**src/hdl/dast_pkg.sv**
```systemverilog
// shared types, constants and tables for the dock approach steering block
`default_nettype none

package dast_pkg;

    localparam int CORDIC_STEPS = 16;
    localparam int ITER_W       = $clog2(CORDIC_STEPS);
    localparam int CW           = 52;
    localparam int ZW           = 20;
    localparam int AW           = 19;
    localparam int XMW          = 42;
    localparam int DW           = 27;
    localparam int LW           = 26;
    localparam int REG_W        = 17;
    localparam int OUT_W        = 18;

    localparam logic signed [ZW-1:0] PI_Q16      = 20'sd205887;
    localparam logic signed [ZW-1:0] HALF_PI_Q16 = 20'sd102944;
    localparam logic signed [ZW-1:0] TWO_PI_P1   = 20'sd411775;
    localparam logic [15:0] GAIN_INV  = 16'd39797;
    localparam logic [14:0] K_BEARING = 15'd13107;
    localparam logic [13:0] K_DIST    = 14'd9830;
    localparam logic [24:0] Y_NEAR    = 25'd131;
    localparam logic signed [AW-1:0] YAW_DEAD = 19'sd32;
    localparam logic signed [AW-1:0] TURN_CAP = 19'sd3277;
    localparam logic signed [23:0] X_ENTER = 24'sd328;
    localparam logic signed [23:0] X_LEAVE = 24'sd1310;
    localparam logic [DW-1:0] PUB_RANGE = 27'd131072;

    localparam logic [REG_W-1:0] RST_MAX_LIN  = 17'd6554;
    localparam logic [REG_W-1:0] RST_MIN_LIN  = 17'd655;
    localparam logic [REG_W-1:0] RST_MAX_TURN = 17'd6554;

    localparam logic [1:0] REG_MAX_LIN  = 2'd0;
    localparam logic [1:0] REG_MIN_LIN  = 2'd1;
    localparam logic [1:0] REG_MAX_TURN = 2'd2;

    typedef enum logic [3:0] {
        OP_NONE,
        OP_ACCEPT,
        OP_LOAD_POS,
        OP_LOAD_QUAT,
        OP_STEP,
        OP_END_POS,
        OP_END_QUAT,
        OP_MUL_LO,
        OP_MUL_HI,
        OP_DIST,
        OP_ROUND,
        OP_FINISH
    } t_op;

    typedef struct packed {
        t_op               op;
        logic [ITER_W-1:0] iter;
    } t_cmd;

    typedef struct packed {
        logic stop;
    } t_status;

    function automatic logic signed [ZW-1:0] atan_entry(input logic [4:0] idx);
        logic signed [ZW-1:0] v;
        unique case (idx)
            5'd0:    v = 20'sd51472;
            5'd1:    v = 20'sd30386;
            5'd2:    v = 20'sd16055;
            5'd3:    v = 20'sd8150;
            5'd4:    v = 20'sd4091;
            5'd5:    v = 20'sd2047;
            5'd6:    v = 20'sd1024;
            5'd7:    v = 20'sd512;
            5'd8:    v = 20'sd256;
            5'd9:    v = 20'sd128;
            5'd10:   v = 20'sd64;
            5'd11:   v = 20'sd32;
            5'd12:   v = 20'sd16;
            5'd13:   v = 20'sd8;
            5'd14:   v = 20'sd4;
            5'd15:   v = 20'sd2;
            5'd16:   v = 20'sd1;
            default: v = 20'sd0;
        endcase
        return v;
    endfunction

endpackage

`default_nettype wire

```
**src/hdl/dast_ctrl.sv**
```systemverilog
// controller: sequences the cordic passes, products and result handshake
`default_nettype none

module dast_ctrl (
    input  wire                 i_clk,
    input  wire                 i_rst_n,
    input  wire                 i_in_valid,
    output logic                o_in_stall,
    output logic                o_out_valid,
    input  wire                 i_out_stall,
    output dast_pkg::t_cmd      o_cmd,
    input  dast_pkg::t_status   i_status
);

    typedef enum logic [3:0] {
        S_IDLE, S_LOAD1, S_RUN1, S_END1, S_LOAD2, S_RUN2, S_END2,
        S_MLO, S_MHI, S_DIST, S_RND, S_FIN
    } t_state;

    localparam logic [dast_pkg::ITER_W-1:0] LAST =
        dast_pkg::ITER_W'(dast_pkg::CORDIC_STEPS - 1);

    t_state                      r_state;
    logic [dast_pkg::ITER_W-1:0] r_iter;
    logic                        accept;

    assign o_in_stall = !((r_state == S_IDLE) && (!o_out_valid || !i_out_stall));
    assign accept     = i_in_valid && !o_in_stall;

    always_comb begin
        o_cmd.iter = r_iter;
        unique case (r_state)
            S_IDLE:  o_cmd.op = accept ? dast_pkg::OP_ACCEPT : dast_pkg::OP_NONE;
            S_LOAD1: o_cmd.op = dast_pkg::OP_LOAD_POS;
            S_RUN1:  o_cmd.op = dast_pkg::OP_STEP;
            S_END1:  o_cmd.op = dast_pkg::OP_END_POS;
            S_LOAD2: o_cmd.op = dast_pkg::OP_LOAD_QUAT;
            S_RUN2:  o_cmd.op = dast_pkg::OP_STEP;
            S_END2:  o_cmd.op = dast_pkg::OP_END_QUAT;
            S_MLO:   o_cmd.op = dast_pkg::OP_MUL_LO;
            S_MHI:   o_cmd.op = dast_pkg::OP_MUL_HI;
            S_DIST:  o_cmd.op = dast_pkg::OP_DIST;
            S_RND:   o_cmd.op = dast_pkg::OP_ROUND;
            S_FIN:   o_cmd.op = dast_pkg::OP_FINISH;
            default: o_cmd.op = dast_pkg::OP_NONE;
        endcase
    end

    always_ff @(posedge i_clk) begin
        if (!i_rst_n) begin
            r_state     <= S_IDLE;
            r_iter      <= '0;
            o_out_valid <= 1'b0;
        end else begin
            if (o_out_valid && !i_out_stall) o_out_valid <= 1'b0;
            unique case (r_state)
                S_IDLE:  if (accept) r_state <= S_LOAD1;
                S_LOAD1: begin
                    r_iter  <= '0;
                    r_state <= i_status.stop ? S_FIN : S_RUN1;
                end
                S_RUN1: begin
                    r_iter <= r_iter + 1'b1;
                    if (r_iter == LAST) r_state <= S_END1;
                end
                S_END1:  r_state <= S_LOAD2;
                S_LOAD2: begin
                    r_iter  <= '0;
                    r_state <= S_RUN2;
                end
                S_RUN2: begin
                    r_iter <= r_iter + 1'b1;
                    if (r_iter == LAST) r_state <= S_END2;
                end
                S_END2:  r_state <= S_MLO;
                S_MLO:   r_state <= S_MHI;
                S_MHI:   r_state <= S_DIST;
                S_DIST:  r_state <= S_RND;
                S_RND:   r_state <= S_FIN;
                S_FIN: begin
                    o_out_valid <= 1'b1;
                    r_state     <= S_IDLE;
                end
                default: r_state <= S_IDLE;
            endcase
        end
    end

endmodule

`default_nettype wire

```
**config.mk**
```make
export PLATFORM = sky130hd
export DESIGN_NAME = dast_ctrl
export DESIGN_NICKNAME = d
export VERILOG_FILES = /design/src/hdl/dast_pkg.sv /design/src/hdl/dast_ctrl.sv
export SDC_FILE = /design/constraint.sdc
export NUM_CORES = 1
export LEC_CHECK = 0
export ABC_AREA = 1
export BUFFER_PORTS_ARGS = -buffer_cell sky130_fd_sc_hd__clkbuf_2
export CAP_MARGIN = 30
export CORE_AREA = 2 2 39 41
export CTS_CLUSTER_SIZE = 14
export DETAILED_ROUTE_END_ITERATION = 6
export DIE_AREA = 0 0 41 43
export GPL_TIMING_DRIVEN = 0
export HOLD_SLACK_MARGIN = 0.02
export PLACE_DENSITY = 0.67
export SYNTH_ARGS = -nofsm -noshare
export SYNTH_HDL_FRONTEND = slang
export SYNTH_SLANG_ARGS = --single-unit
```
**constraint.sdc**
```tcl
create_clock -name i_clk -period 1.4 [get_ports i_clk]
set_clock_uncertainty 0.15 [all_clocks]
set_input_delay 0.07 -clock i_clk [delete_from_list [all_inputs] [get_ports i_clk]]
set_output_delay 0.07 -clock i_clk [all_outputs]
set_load 0.01 [all_outputs]
```
# After elaboration in Yosys (flattened, before gate mapping)
# Index checks and enable logic that the tools add are counted.
dict set report totals {
  regBits 9
  in_bits 5
  output_inout_bits 10
  wordCells 42
}
dict set report op_classes {
  addsub 1
  n_eq_ne 15
  mux 10
  reduce_logical 13
}
# operator count
set op_table {}
lappend op_table {{4-bit one-hot mux with 11 select lines} 2}
lappend op_table {{4-bit == test, second input constant} 5}
lappend op_table {{4-bit by 3-bit == test with 1-bit output, second input constant} 4}
lappend op_table {{4-bit two-way mux} 4}
lappend op_table {{4-bit by 2-bit == test with 1-bit output, second input constant} 2}
lappend op_table {{4-bit one-hot mux with 2 select lines} 1}
lappend op_table {{2-bit inequality test, second input constant} 3}
lappend op_table {{4-bit by 1-bit adder with 4-bit output, second input constant} 1}
lappend op_table {{4-bit by 1-bit == test with 1-bit output, second input constant} 1}
lappend op_table {{4-bit zero test} 1}
lappend op_table {{2-bit nonzero test} 2}
lappend op_table {{2-bit OR reduction} 2}
lappend op_table {{1-bit logical AND} 3}
lappend op_table {{1-bit zero test} 3}
lappend op_table {{1-bit two-way mux} 3}
lappend op_table {{3-bit AND reduction} 1}
lappend op_table {{1-bit logical OR} 1}

# Depth between registers and ports, before layout
# Gate-level depths: netlist of run 1.
dict set report logic_depth {
  ltp_word 6
  mapped_depth 8
}

# Least setup slack after synthesis of run 1
# Ideal clock, no wire load.
dict set report synth_path {
  kind {flip-flop to flip-flop}
  from {register r_state[3]}
  to {register r_state[1]}
  setup_time_ns 0.115
  arrival_time_ns 0.998
  slack_ns 0.137
  stages_incl_launch_ff 8
  path_buffers 1
  cell_sequence {dfxtp_1 > buf_6 > nor2_1 > nand2_1 > nand2_4 > nand2_4 > a21oi_1 > nor2_1}
}
dict set report synth_via {
  elab_chain_cells 5
}
# item line_no
set synth_rtl {}
lappend synth_rtl {{start: declaration} dast_ctrl.sv:23} ;# t_state r_state;
lappend synth_rtl {{start signal: assignment} dast_ctrl.sv:60} ;# r_state <= i_status.stop ? S_FIN : S_RUN1;
lappend synth_rtl {{4-bit zero test} {dast_ctrl.sv:27, dast_ctrl.sv:56}}
lappend synth_rtl {{1-bit logical AND} dast_ctrl.sv:27} ;# assign o_in_stall = !((r_state == S_IDLE) && (!o_out_valid || !i_out_stall));
lappend synth_rtl {{1-bit logical AND} dast_ctrl.sv:28} ;# assign accept = i_in_valid && !o_in_stall;
lappend synth_rtl {{2-bit inequality test (no source line)} n/a}
lappend synth_rtl {{3-bit AND reduction (no source line)} n/a}
# Several ways; a longest one is shown, not always the timed one.
# A chain may end at the register's enable or synchronous reset.

==> results of run 1 <==
==> layout make-up <==
class	instances	area, um2	area share (%)
Timing Repair Buffer	23	143	17.4
Multi-Input combinational cell	67	384	46.9
Clock buffer	4	26.3	3.21
Tap cell	16	20.0	2.45
Sequential cell	9	195	23.9
Inverter	10	50.0	6.12
==> worst paths after layout <==
| path | cells past startpoint | slack [ns] | to |
|---|---|---|---|
| setup reg to reg | 8 | 0.05 | r_state[1] |
| setup / recovery | 5 | -0.02 | o_cmd[4] |
| hold reg to reg | 2 | 0.36 | r_iter[1] |
| hold / removal | 5 | 0.07 | r_state[0] |
==> flip-flops by register name, summed over array words and instances, names as in the netlist <==
signal / flops
o_out_valid: 1
r_state: 4
r_iter: 4
==> metal layers <==
| metal | GRT usage, % | up-vias | share of wire (%) |
|---|---|---|---|
| met2 | 30.9 | 17 | 50 |
| met3 | 4.71 | 2 | 4.3 |
| li1 | - | 344 | - |
| met4 | 10.0 | 0 | 0.85 |
| met1 | 22.6 | 292 | 44 |
| met5 | 0 | - | 0 |
==> worst min-delay path: cells and delay by family <==
kind / cells / cell delay, ns
AO/OA/AOI/OAI: 1 / 0.05
buffers and inverters: 1 / 0.09
AND/OR/NAND/NOR: 3 / 0.23
==> power groups by stage <==
stage	combinational, mW	sequential (mW)	clock, mW
6_report	0.862	0.432	0.195
5_1_grt	0.969	0.439	0.225
2_1_floorplan	0.510	0.378	0
4_1_cts	0.754	0.396	0.204
3_3_place_gp	0.679	0.383	0
3_5_place_dp	0.686	0.383	0
==> per-stage QoR <==
| step | hold slack (ns) | worst slack, ns | std cells |
|---|---|---|---|
| global route | 0.129 | -0.127 | 129 |
| floorplan | 0.0406 | 0.137 | 87 |
| finish | 0.0698 | -0.0215 | 129 |
| global placement | 0.171 | 0.0182 | 117 |
| CTS | 0.0526 | -0.0656 | 126 |
| detailed placement | 0.175 | 0.00568 | 117 |
==> kinds of logic after synthesis <==
| group | Yosys count |
|---|---|
| and+or+nand+nor | 48 |
| buffers and inverters | 11 |
| AOI/OAI and AO/OA | 18 |
| adders and majority gates | 1 |
| DFF | 9 |
==> placed cells by master (no fill, tap or decap) <==
master,instances
o21bai_1,1
ha_1,1
a211oi_2,1
inv_6,1
o21ai_0,5
nor2_4,4
nand2_1,17
clkbuf_1,1
nand4_1,1
nand3_2,1
nand2_4,3
dfxtp_1,5
dlygate4sd3_1,2
buf_4,7
nor2_2,2
inv_4,3
inv_2,1
nand2_2,5
nor2_1,7
clkbuf_4,3
o21ai_1,2
clkbuf_2,13
dfxtp_4,4
buf_2,1
nand3_1,8
o22ai_1,2
a21oi_1,7
inv_1,5
==> repair_timing <==
item,in CTS,in global routing
pin swaps,2,6
buffers inserted,3,4
hold endpoints to repair,4,0
setup endpoints to repair,3,9
cloned,0,0
gates resized for setup,15,16
hold buffers,2,0
==> out/metrics.yaml, run 1 <==
flow_run:
  max_cap_viol_count: 0
worst_setup_path:
  criticalPathCategory: "reg2out"
  cp_num_buf_inv: 1
  critPathCaptureType: "output port"
  crit_family: "flip-flops"
  path_cells: "nand2_2 > nor2_2 > a211oi_2 > o21ai_1 > buf_2"
  r2r_start: "r_state[2]"
  cp_slowest_cell: "dfxtp_4"
  required_ns: 1.18
  critPathLaunch: "r_state[1]"
  cp.arrival_ns: 1.20
  slowest_delay_ns: 0.37
  startpoint_type: "register"
  critPathMaxFanout: 7
clock_network:
  cts_max_path_buffers: 2
  clock_latency_ns: 0.26
  ctsRootBufferMaster: "clkbuf_4"
  tritoncts: "built"
  cts_num_sinks: 9
  clk_pin_slew_worst_paths_ns: 0.06
  cts_max_level: 1
  cts_buffers: 3
layout:
  fill_cells: 135
  antenna_cells: 0
  syn2layout_area_growth_pct: 42.8
  fin_area_um2: 818
  post-route-util_pct: 59.1
  drive_gt1_share_pct: 43.4
  fin_nets: 120
timing:
  finalSetupViolations: 2
  maxClockFrequency_mhz: 703
  post-route-min-period_ns: 1.42
  worst_pin_slew_ns: 0.259
  slew_headroom_pct: 82.6
  fin_tns_setup_ns: -0.0238
  fin_ws_ns: -0.0215
  finalHoldViolations: 0
  finalCritPeriodShare_pct: 102
  rsz0062_at_grt: "true"
  drv_slew: 0
power:
  p_int_mw: 0.810
  p_clk_share_pct: 13.1
  ir_worst_vdd_mv: 0.762
  p_leak_nw: 0.395
  power_density_nw_per_um2: 1820
  power_frac_seq_pct: 29.0
  p_comb_share_pct: 57.9
  total_power_mw: 1.49
  power_switching_mw: 0.678
  power_switching_share_pct: 45.6
placed_design:
  gp_congestion: 0.749
  hpwl_um: 967
  placed_cell_area_um2: 663
  place.port_buffers: 14
logic_synthesis:
  muxShareOfSynthArea_pct: 0
  synth-adder-area-share_pct: 2.18
  yosysTopAreaCellShare_pct: 31.4
  synth_top_area_cell: "dfxtp_1"
  syn_area_um2: 573
  synth_xor_area_share_pct: 0
  yosysMostFrequentCell: "nand2_1"
  synthCells: 87
  ys_seq_area_share_pct: 31.4
  synth.distinct_cells: 19
  synth_simple_gate_area_share_pct: 40.8
  ys.flop_type: "dfxtp_1"
  synth_common_cells: "nand2_1, nor2_1, dfxtp_1"
  synth_area_per_cell_um2: 6.59
  synth-edff-count: 0
  yosys_warnings: 0
  ys_ff_latch: 9
  synth_top_family_by_area: "simple AND/OR/NAND/NOR gates"
  netlist_top_cells_area: "dfxtp_1, nand2_1, nand3_1, nor2_1, a21oi_1"
  synth_nets: 93
  synth-compound-area-share_pct: 17.0
  synth-async-reset-ratio_pct: 0
global_route:
  grt_usage_pct: 19.4
  grt_max_degree: 8
  antenna_found_initial: 0
  grt_pass1_vias: 576
  grt_pass1_wl_mm: 2.31
  grt_overflow_total: 0
route:
  vias: 655
  dr.pass1.iters: 4
  vias_per_cell: 5.08
  drc: 0
  postRouteAntennaNets: 0
  drt_iter0_drc: 8
  drt_wl_total_mm: 1.41
  wl_per_cell_um: 10.9
floorplan:
  fp.dieH_um: 43
  rows: 14
  pin_count: 15
  die_w_um: 41
  initial_core_util_pct: 41.4
  core_area_um2: 1380
  dieArea_um2: 1760
worst_hold_path:
  hold_start: "i_status"
  hold_class: "in2reg"
run_status:
  violations: "setup timing"
  outcome: "finished with violations"
No activity file was read; power rests on OpenSTA's default activity.
==> inputs of run 2 (changes only) <==
--- a/config.mk
+++ b/config.mk
@@ -12,7 +12,6 @@
 export CTS_CLUSTER_SIZE = 14
 export DETAILED_ROUTE_END_ITERATION = 6
 export DIE_AREA = 0 0 41 43
-export GPL_TIMING_DRIVEN = 0
 export HOLD_SLACK_MARGIN = 0.02
 export PLACE_DENSITY = 0.67
 export SYNTH_ARGS = -nofsm -noshare
==> constraint.sdc (replaced) <==
create_clock -name i_clk -period 1.52 [get_ports i_clk]
set_clock_uncertainty 0.15 [all_clocks]
set_input_delay 0.076 -clock i_clk [delete_from_list [all_inputs] [get_ports i_clk]]
set_output_delay 0.076 -clock i_clk [all_outputs]
set_load 0.01 [all_outputs]
==> out/metrics.yaml, run 2 (synthesis gave the netlist of run 1 again) <==
run_status:
  outcome: "finished clean"  # was finished with violations
timing:
  worst_pin_slew_ns: 0.240  # was 0.259 ns
  finalSetupViolations: 0  # was 2
  slew_headroom_pct: 83.9  # was 82.6%
  finalHoldViolations: 0  # unchanged
  rsz0062_at_grt: "true"  # unchanged
  post-route-min-period_ns: 1.49
  fin_tns_setup_ns: 0  # was -0.0238 ns
  maxClockFrequency_mhz: 673
  finalCritPeriodShare_pct: 97.8
  drv_slew: 0  # unchanged
route:
  vias_per_cell: 5.13  # was 5.08
  drt_wl_total_mm: 1.35  # was 1.41 mm
  dr.pass1.iters: 4  # unchanged
  drt_iter0_drc: 15  # was 8
  vias: 636  # was 655
  wl_per_cell_um: 10.9  # about the same
  postRouteAntennaNets: 0  # unchanged
  drc: 0  # unchanged
power:
  ir_worst_vdd_mv: 0.617  # was 0.762 mV
  p_leak_nw: 0.363  # was 0.395 nW
  power_density_nw_per_um2: 1650  # was 1820 nW/um2
clock_network:
  ctsRootBufferMaster: "clkbuf_4"  # unchanged
  cts_max_level: 1  # unchanged
  tritoncts: "built"  # unchanged
  cts_buffers: 3  # unchanged
  clock_latency_ns: 0.26  # about the same
  clk_pin_slew_worst_paths_ns: 0.06  # about the same
  cts_num_sinks: 9  # unchanged
  cts_max_path_buffers: 2  # unchanged
layout:
  final_cells: 124  # was 129
  fill_cells: 153  # was 135
  fin_nets: 115  # was 120
  antenna_cells: 0  # unchanged
  syn2layout_area_growth_pct: 29.7  # was 42.8%
  reg_top3: "r_iter: 4 flops, r_state: 4 flops, o_out_valid: 1 flops"  # unchanged
  drive_gt1_share_pct: 37.0  # was 43.4%
  final_cell_mix: "nand2_1, clkbuf_2, nor2_1, nand3_1, a21oi_1"  # was nand2_1, clkbuf_2, nand3_1
  final_common_cell: "nand2_1"  # unchanged
worst_setup_path:
  r2r_slack_ns: 0.13  # was 0.05 ns
  cp.arrival_ns: 1.26  # was 1.20 ns
  critPathMaxFanout: 7  # unchanged
  required_ns: 1.29  # was 1.18 ns
  startpoint_type: "register"  # unchanged
  slowest_delay_ns: 0.40  # was 0.37 ns
  criticalPathCategory: "reg2out"  # unchanged
  critPathCaptureType: "output port"  # unchanged
  path_cells: "nand2_2 > nor2_1 > a211oi_2 > o21ai_1 > buf_2"  # was nand2_2 > nor2_2 > a211oi_2 > o21ai_1 > buf_2
  cp_slowest_cell: "dfxtp_2"  # was dfxtp_4
floorplan:
  core_area_um2: 1380  # unchanged
  die_w_um: 41  # unchanged
  initial_core_util_pct: 41.4  # unchanged
  pin_count: 15  # unchanged
  dieArea_um2: 1760  # unchanged
  fp.dieH_um: 43  # unchanged
  rows: 14  # unchanged
global_route:
  grt_overflow_total: 0  # unchanged
  antenna_found_initial: 0  # unchanged
  grt_max_degree: 9  # was 8
  grt_usage_pct: 19.3  # was 19.4%
  grt_pass1_vias: 556  # was 576
  grt_pass1_wl_mm: 2.27  # was 2.31 mm
placed_design:
  gp_congestion: 0.719  # was 0.749
  place.port_buffers: 14  # unchanged
  dp_cells: 116  # was 117
  hpwl_mm: 1.00  # was 967 um
worst_hold_path:
  hold_class: "in2reg"  # unchanged
flow_run:
  max_cap_viol_count: 0  # unchanged
## run 2: timing repair
| action | CTS | global route |
|---|---|---|
| gates cloned | 0 | 0 |
| buffers inserted | 0 | 2 |
| hold buffers | 2 | 0 |
| setup endpoints to repair | 3 | 4 |
| resized for setup | 10 | 9 |
| hold endpoints to repair | 4 | 0 |
| pin swaps | 0 | 2 |
## run 2: per-layer routing
layer	vias up	part of all wire [%]	GRT usage [%]	wire length [um]
li1	331	-	-	-
met1	280	45	24.2	606
met2	21	48	28.1	651
met3	4	5.2	4.71	71
met4	0	1.8	12.0	25
met5	-	0	0	0
## run 2: critical path, delay by kind of cell (launching register included)
| family | cells | cell delay [ns] |
|---|---|---|
| AO/OA/AOI/OAI | 2 | 0.14 |
| buffers and inverters | 1 | 0.13 |
| flip-flops | 1 | 0.40 |
| AND/OR/NAND/NOR | 2 | 0.33 |
## run 2: layout make-up
type	count	area (um2)	share of cell area, %
Clock buffer	4	26.3	3.54
Inverter	10	40.0	5.39
Multi-Input combinational cell	67	359	48.3
Sequential cell	9	193	25.9
Tap cell	16	20.0	2.69
Timing Repair Buffer	18	105	14.1
## run 2: stage by stage
stage	hold slack (ns)	area, um2	setup slack, ns	util, %	total power, mW
after floorplan	0.0466	573	0.257	-	0.817
after global placement	0.177	652	0.144	47.1	0.969
after detailed placement	0.179	652	0.121	47.1	0.973
after CTS	0.0623	716	0.00465	51.7	1.18
after global routing	0.106	743	-0.0497	53.7	1.36
final	0.0571	743	0.0333	53.7	1.23
## run 2: worst paths after layout
path | from | to | depth (start not counted)
worst max-delay path | r_state[1] | o_cmd[4] | 5
worst min-delay path | i_status | r_state[3] | 5
worst max register to register | r_state[2] | r_state[1] | 8
worst min register to register | r_iter[1] | r_iter[1] | 2
## run 2: power by group
group | switching [mW] | internal (mW) | leakage, nW
combinational | 0.400 | 0.258 | 0.272
clock | 0.0801 | 0.101 | 0.0150
sequential | 0.0883 | 0.300 | 0.0757
total | 0.569 | 0.659 | 0.363
==> inputs of run 3 (changes only) <==
--- a/config.mk
+++ b/config.mk
@@ -5,7 +5,6 @@
 export SDC_FILE = /design/constraint.sdc
 export NUM_CORES = 1
 export LEC_CHECK = 0
-export ABC_AREA = 1
 export BUFFER_PORTS_ARGS = -buffer_cell sky130_fd_sc_hd__clkbuf_2
 export CAP_MARGIN = 30
 export CORE_AREA = 2 2 39 41
@@ -13,7 +12,7 @@
 export DETAILED_ROUTE_END_ITERATION = 6
 export DIE_AREA = 0 0 41 43
 export HOLD_SLACK_MARGIN = 0.02
-export PLACE_DENSITY = 0.67
+export PLACE_DENSITY = 0.7
 export SYNTH_ARGS = -nofsm -noshare
 export SYNTH_HDL_FRONTEND = slang
 export SYNTH_SLANG_ARGS = --single-unit
==> out/metrics.yaml, run 3 <==
logic_synthesis:
  ys_ff_latch: 9  # unchanged
  synth.distinct_cells: 39  # was 19
  yosysMostFrequentCell: "dfxtp_1"  # was nand2_1
  synth_top_area_cell: "dfxtp_1"  # unchanged
  netlist_top_cells_area: "dfxtp_1, a2111oi_4, a21oi_1, nor2b_1, nand3_1"  # was dfxtp_1, nand2_1, nand3_1, nor2_1, a21oi_1
  synth-async-reset-ratio_pct: 0  # unchanged
  ys_seq_area_share_pct: 29.9  # was 31.4%
  synth_area_per_cell_um2: 8.74  # was 6.59 um2
  yosysTopAreaCellShare_pct: 29.9  # was 31.4%
  synth_common_cells: "dfxtp_1, a21oi_1, nand2_1, nor2b_1"  # was nand2_1, nor2_1, dfxtp_1
  synthCells: 69  # was 87
  syn_area_um2: 603  # was 573 um2
  yosys_warnings: 0  # unchanged
  synth-edff-count: 0  # unchanged
  ys.flop_type: "dfxtp_1"  # unchanged
  synth_nets: 75  # was 93
worst_setup_path:
  critPathCaptureType: "register"  # was output port
  critPathLaunch: "r_state[1]"  # unchanged
  r2r_start: "r_state[1]"  # was r_state[2]
  criticalPathCategory: "reg2reg"  # was reg2out
  critPathMaxFanout: 4  # was 7
  cp.arrival_ns: 1.60  # was 1.26 ns
  required_ns: 1.56  # was 1.29 ns
  startpoint_type: "register"  # unchanged
timing:
  rsz0062_at_grt: "true"  # unchanged
  holdWs_ns: 0.0672  # was 0.0571 ns
  finalSetupViolations: 3  # was 0
  slew_headroom_pct: 75.6  # was 83.9%
  maxClockFrequency_mhz: 645  # was 673 MHz
  finalCritPeriodShare_pct: 102  # was 97.8%
  drv_slew: 0  # unchanged
  post-route-min-period_ns: 1.55  # was 1.49 ns
  worst_pin_slew_ns: 0.365  # was 0.240 ns
  finalHoldViolations: 0  # unchanged
  fin_ws_ns: -0.0307  # was 0.0333 ns
  fin_tns_setup_ns: -0.0350  # was 0 ns
flow_run:
  max_cap_viol_count: 0  # unchanged
clock_network:
  tritoncts: "built"  # unchanged
  cts_buffers: 3  # unchanged
  ctsRootBufferMaster: "clkbuf_4"  # unchanged
  cts_num_sinks: 9  # unchanged
  clock_latency_ns: 0.25  # was 0.26 ns
  cts_max_level: 1  # unchanged
  clk_pin_slew_worst_paths_ns: 0.07  # was 0.06 ns
  cts_max_path_buffers: 2  # unchanged
power:
  p_leak_nw: 0.378  # was 0.363 nW
  ir_worst_vdd_mv: 0.729  # was 0.617 mV
  power_density_nw_per_um2: 1320  # was 1650 nW/um2
placed_design:
  placed_cell_area_um2: 722  # was 652 um2
  gp_congestion: 0.746  # was 0.719
  place.port_buffers: 14  # unchanged
  hpwl_um: 973  # was 1.00 mm
floorplan:
  pin_count: 15  # unchanged
  core_area_um2: 1380  # unchanged
  rows: 14  # unchanged
  die_w_um: 41  # unchanged
  fp.dieH_um: 43  # unchanged
  dieArea_um2: 1760  # unchanged
  initial_core_util_pct: 43.6  # was 41.4%
run_status:
  violations: "setup timing"
  outcome: "finished with violations"  # was finished clean
worst_hold_path:
  hold_class: "in2reg"  # unchanged
  hold_start: "i_status"  # unchanged
route:
  vias: 617  # was 636
  dr.pass1.iters: 4  # unchanged
  drt_wl_total_mm: 1.56  # was 1.35 mm
  wl_per_cell_um: 13.6  # was 10.9 um
  postRouteAntennaNets: 0  # unchanged
  drt_iter0_drc: 17  # was 15
  vias_per_cell: 5.37  # was 5.13
  drc: 0  # unchanged
layout:
  fill_cells: 118  # was 153
  drive_gt1_share_pct: 43.4  # was 37.0%
  reg_top3: "r_iter: 4 flops, r_state: 4 flops, o_out_valid: 1 flops"  # unchanged
  syn2layout_area_growth_pct: 44.0  # was 29.7%
  antenna_cells: 0  # unchanged
  final_cell_mix: "clkbuf_2, buf_4, dfxtp_1, a21oi_1, nand2_1"  # was nand2_1, clkbuf_2, nor2_1, nand3_1, a21oi_1
  fin_nets: 106  # was 115
  fin_area_um2: 868  # was 743 um2
global_route:
  grt_usage_pct: 21.0  # was 19.3%
  grt_overflow_total: 0  # unchanged
  grt_pass1_wl_mm: 2.55  # was 2.27 mm
  grt_pass1_vias: 555  # was 556
  grt_max_degree: 12  # was 9
  antenna_found_initial: 0  # unchanged
## run 3: cell families (layout without fill, tap and decap cells)
| family | count (synthesis) | count (layout) | synth area share [%] |
|---|---|---|---|
| muxes | 1 | 1 | 1.87 |
| xor gates and xnor gates | 2 | 2 | 2.91 |
| AOI/OAI and AO/OA | 24 | 24 | 33.8 |
| buffers and inverters | 6 | 36 | 3.94 |
| DFF | 9 | 9 | 29.9 |
| adders and majority gates | 1 | 1 | 2.07 |
| and+or+nand+nor | 26 | 26 | 25.5 |
## run 3: path summary, 6_finish.rpt
kind,end,slack [ns],depth (start not counted)
max,r_iter[2],-0.03,4
min,r_state[0],0.07,4
max reg2reg,r_iter[2],-0.03,4
min reg2reg,o_out_valid,0.35,2
## run 3: critical path, cell delays in order, from the launching register on
cell and delay, ns:
dfxtp_2 0.35, buf_4 0.13, or3b_4 0.42, a2111oi_4 0.29, a221o_1 0.15
## run 3: per-layer routing
metal  wire length [um]  GRT usage (%)  share of wire (%)  vias up
li1                   -              -                  -      322
met1                761           30.8                 49      281
met2                731           30.0                 47       12
met3                 60           5.24                3.8        2
met4                 11           5.33               0.70        0
met5                  0              0                  0        -
## run 3: power breakdown
part,switching [mW],internal [mW]
sequential,0.0464,0.281
combinational,0.310,0.327
clock,0.0849,0.101
## run 3: area by class of cell
class                      count  area (um2)  area share (%)
multi-input combinational     54         420            48.4
clock buffer                   4        26.3            3.03
tap                           16        20.0            2.31
timing repair buffer          30         206            23.8
inverter                       2        7.51           0.865
sequential                     9         188            21.6
## run 3: timing repair
action / CTS / global route
setup endpoints to repair: 2 / 5
endpoints found under the hold margin: 3 / 0
gates resized for setup: 10 / 7
hold buffers: 2 / 0
pin swaps: 0 / 2
buffers inserted: 8 / 0
## run 3: through the flow
stage / utilization (%) / power, mW / worst slack, ns / std cells
after floorplan: - / 0.636 / 0.102 / 69
after global placement: 52.2 / 0.784 / 0.0945 / 101
after detailed placement: 52.2 / 0.795 / 0.0609 / 101
after CTS: 61.4 / 1.11 / 0.00754 / 115
after global routing: 62.7 / 1.22 / -0.0573 / 115
final: 62.7 / 1.15 / -0.0307 / 115
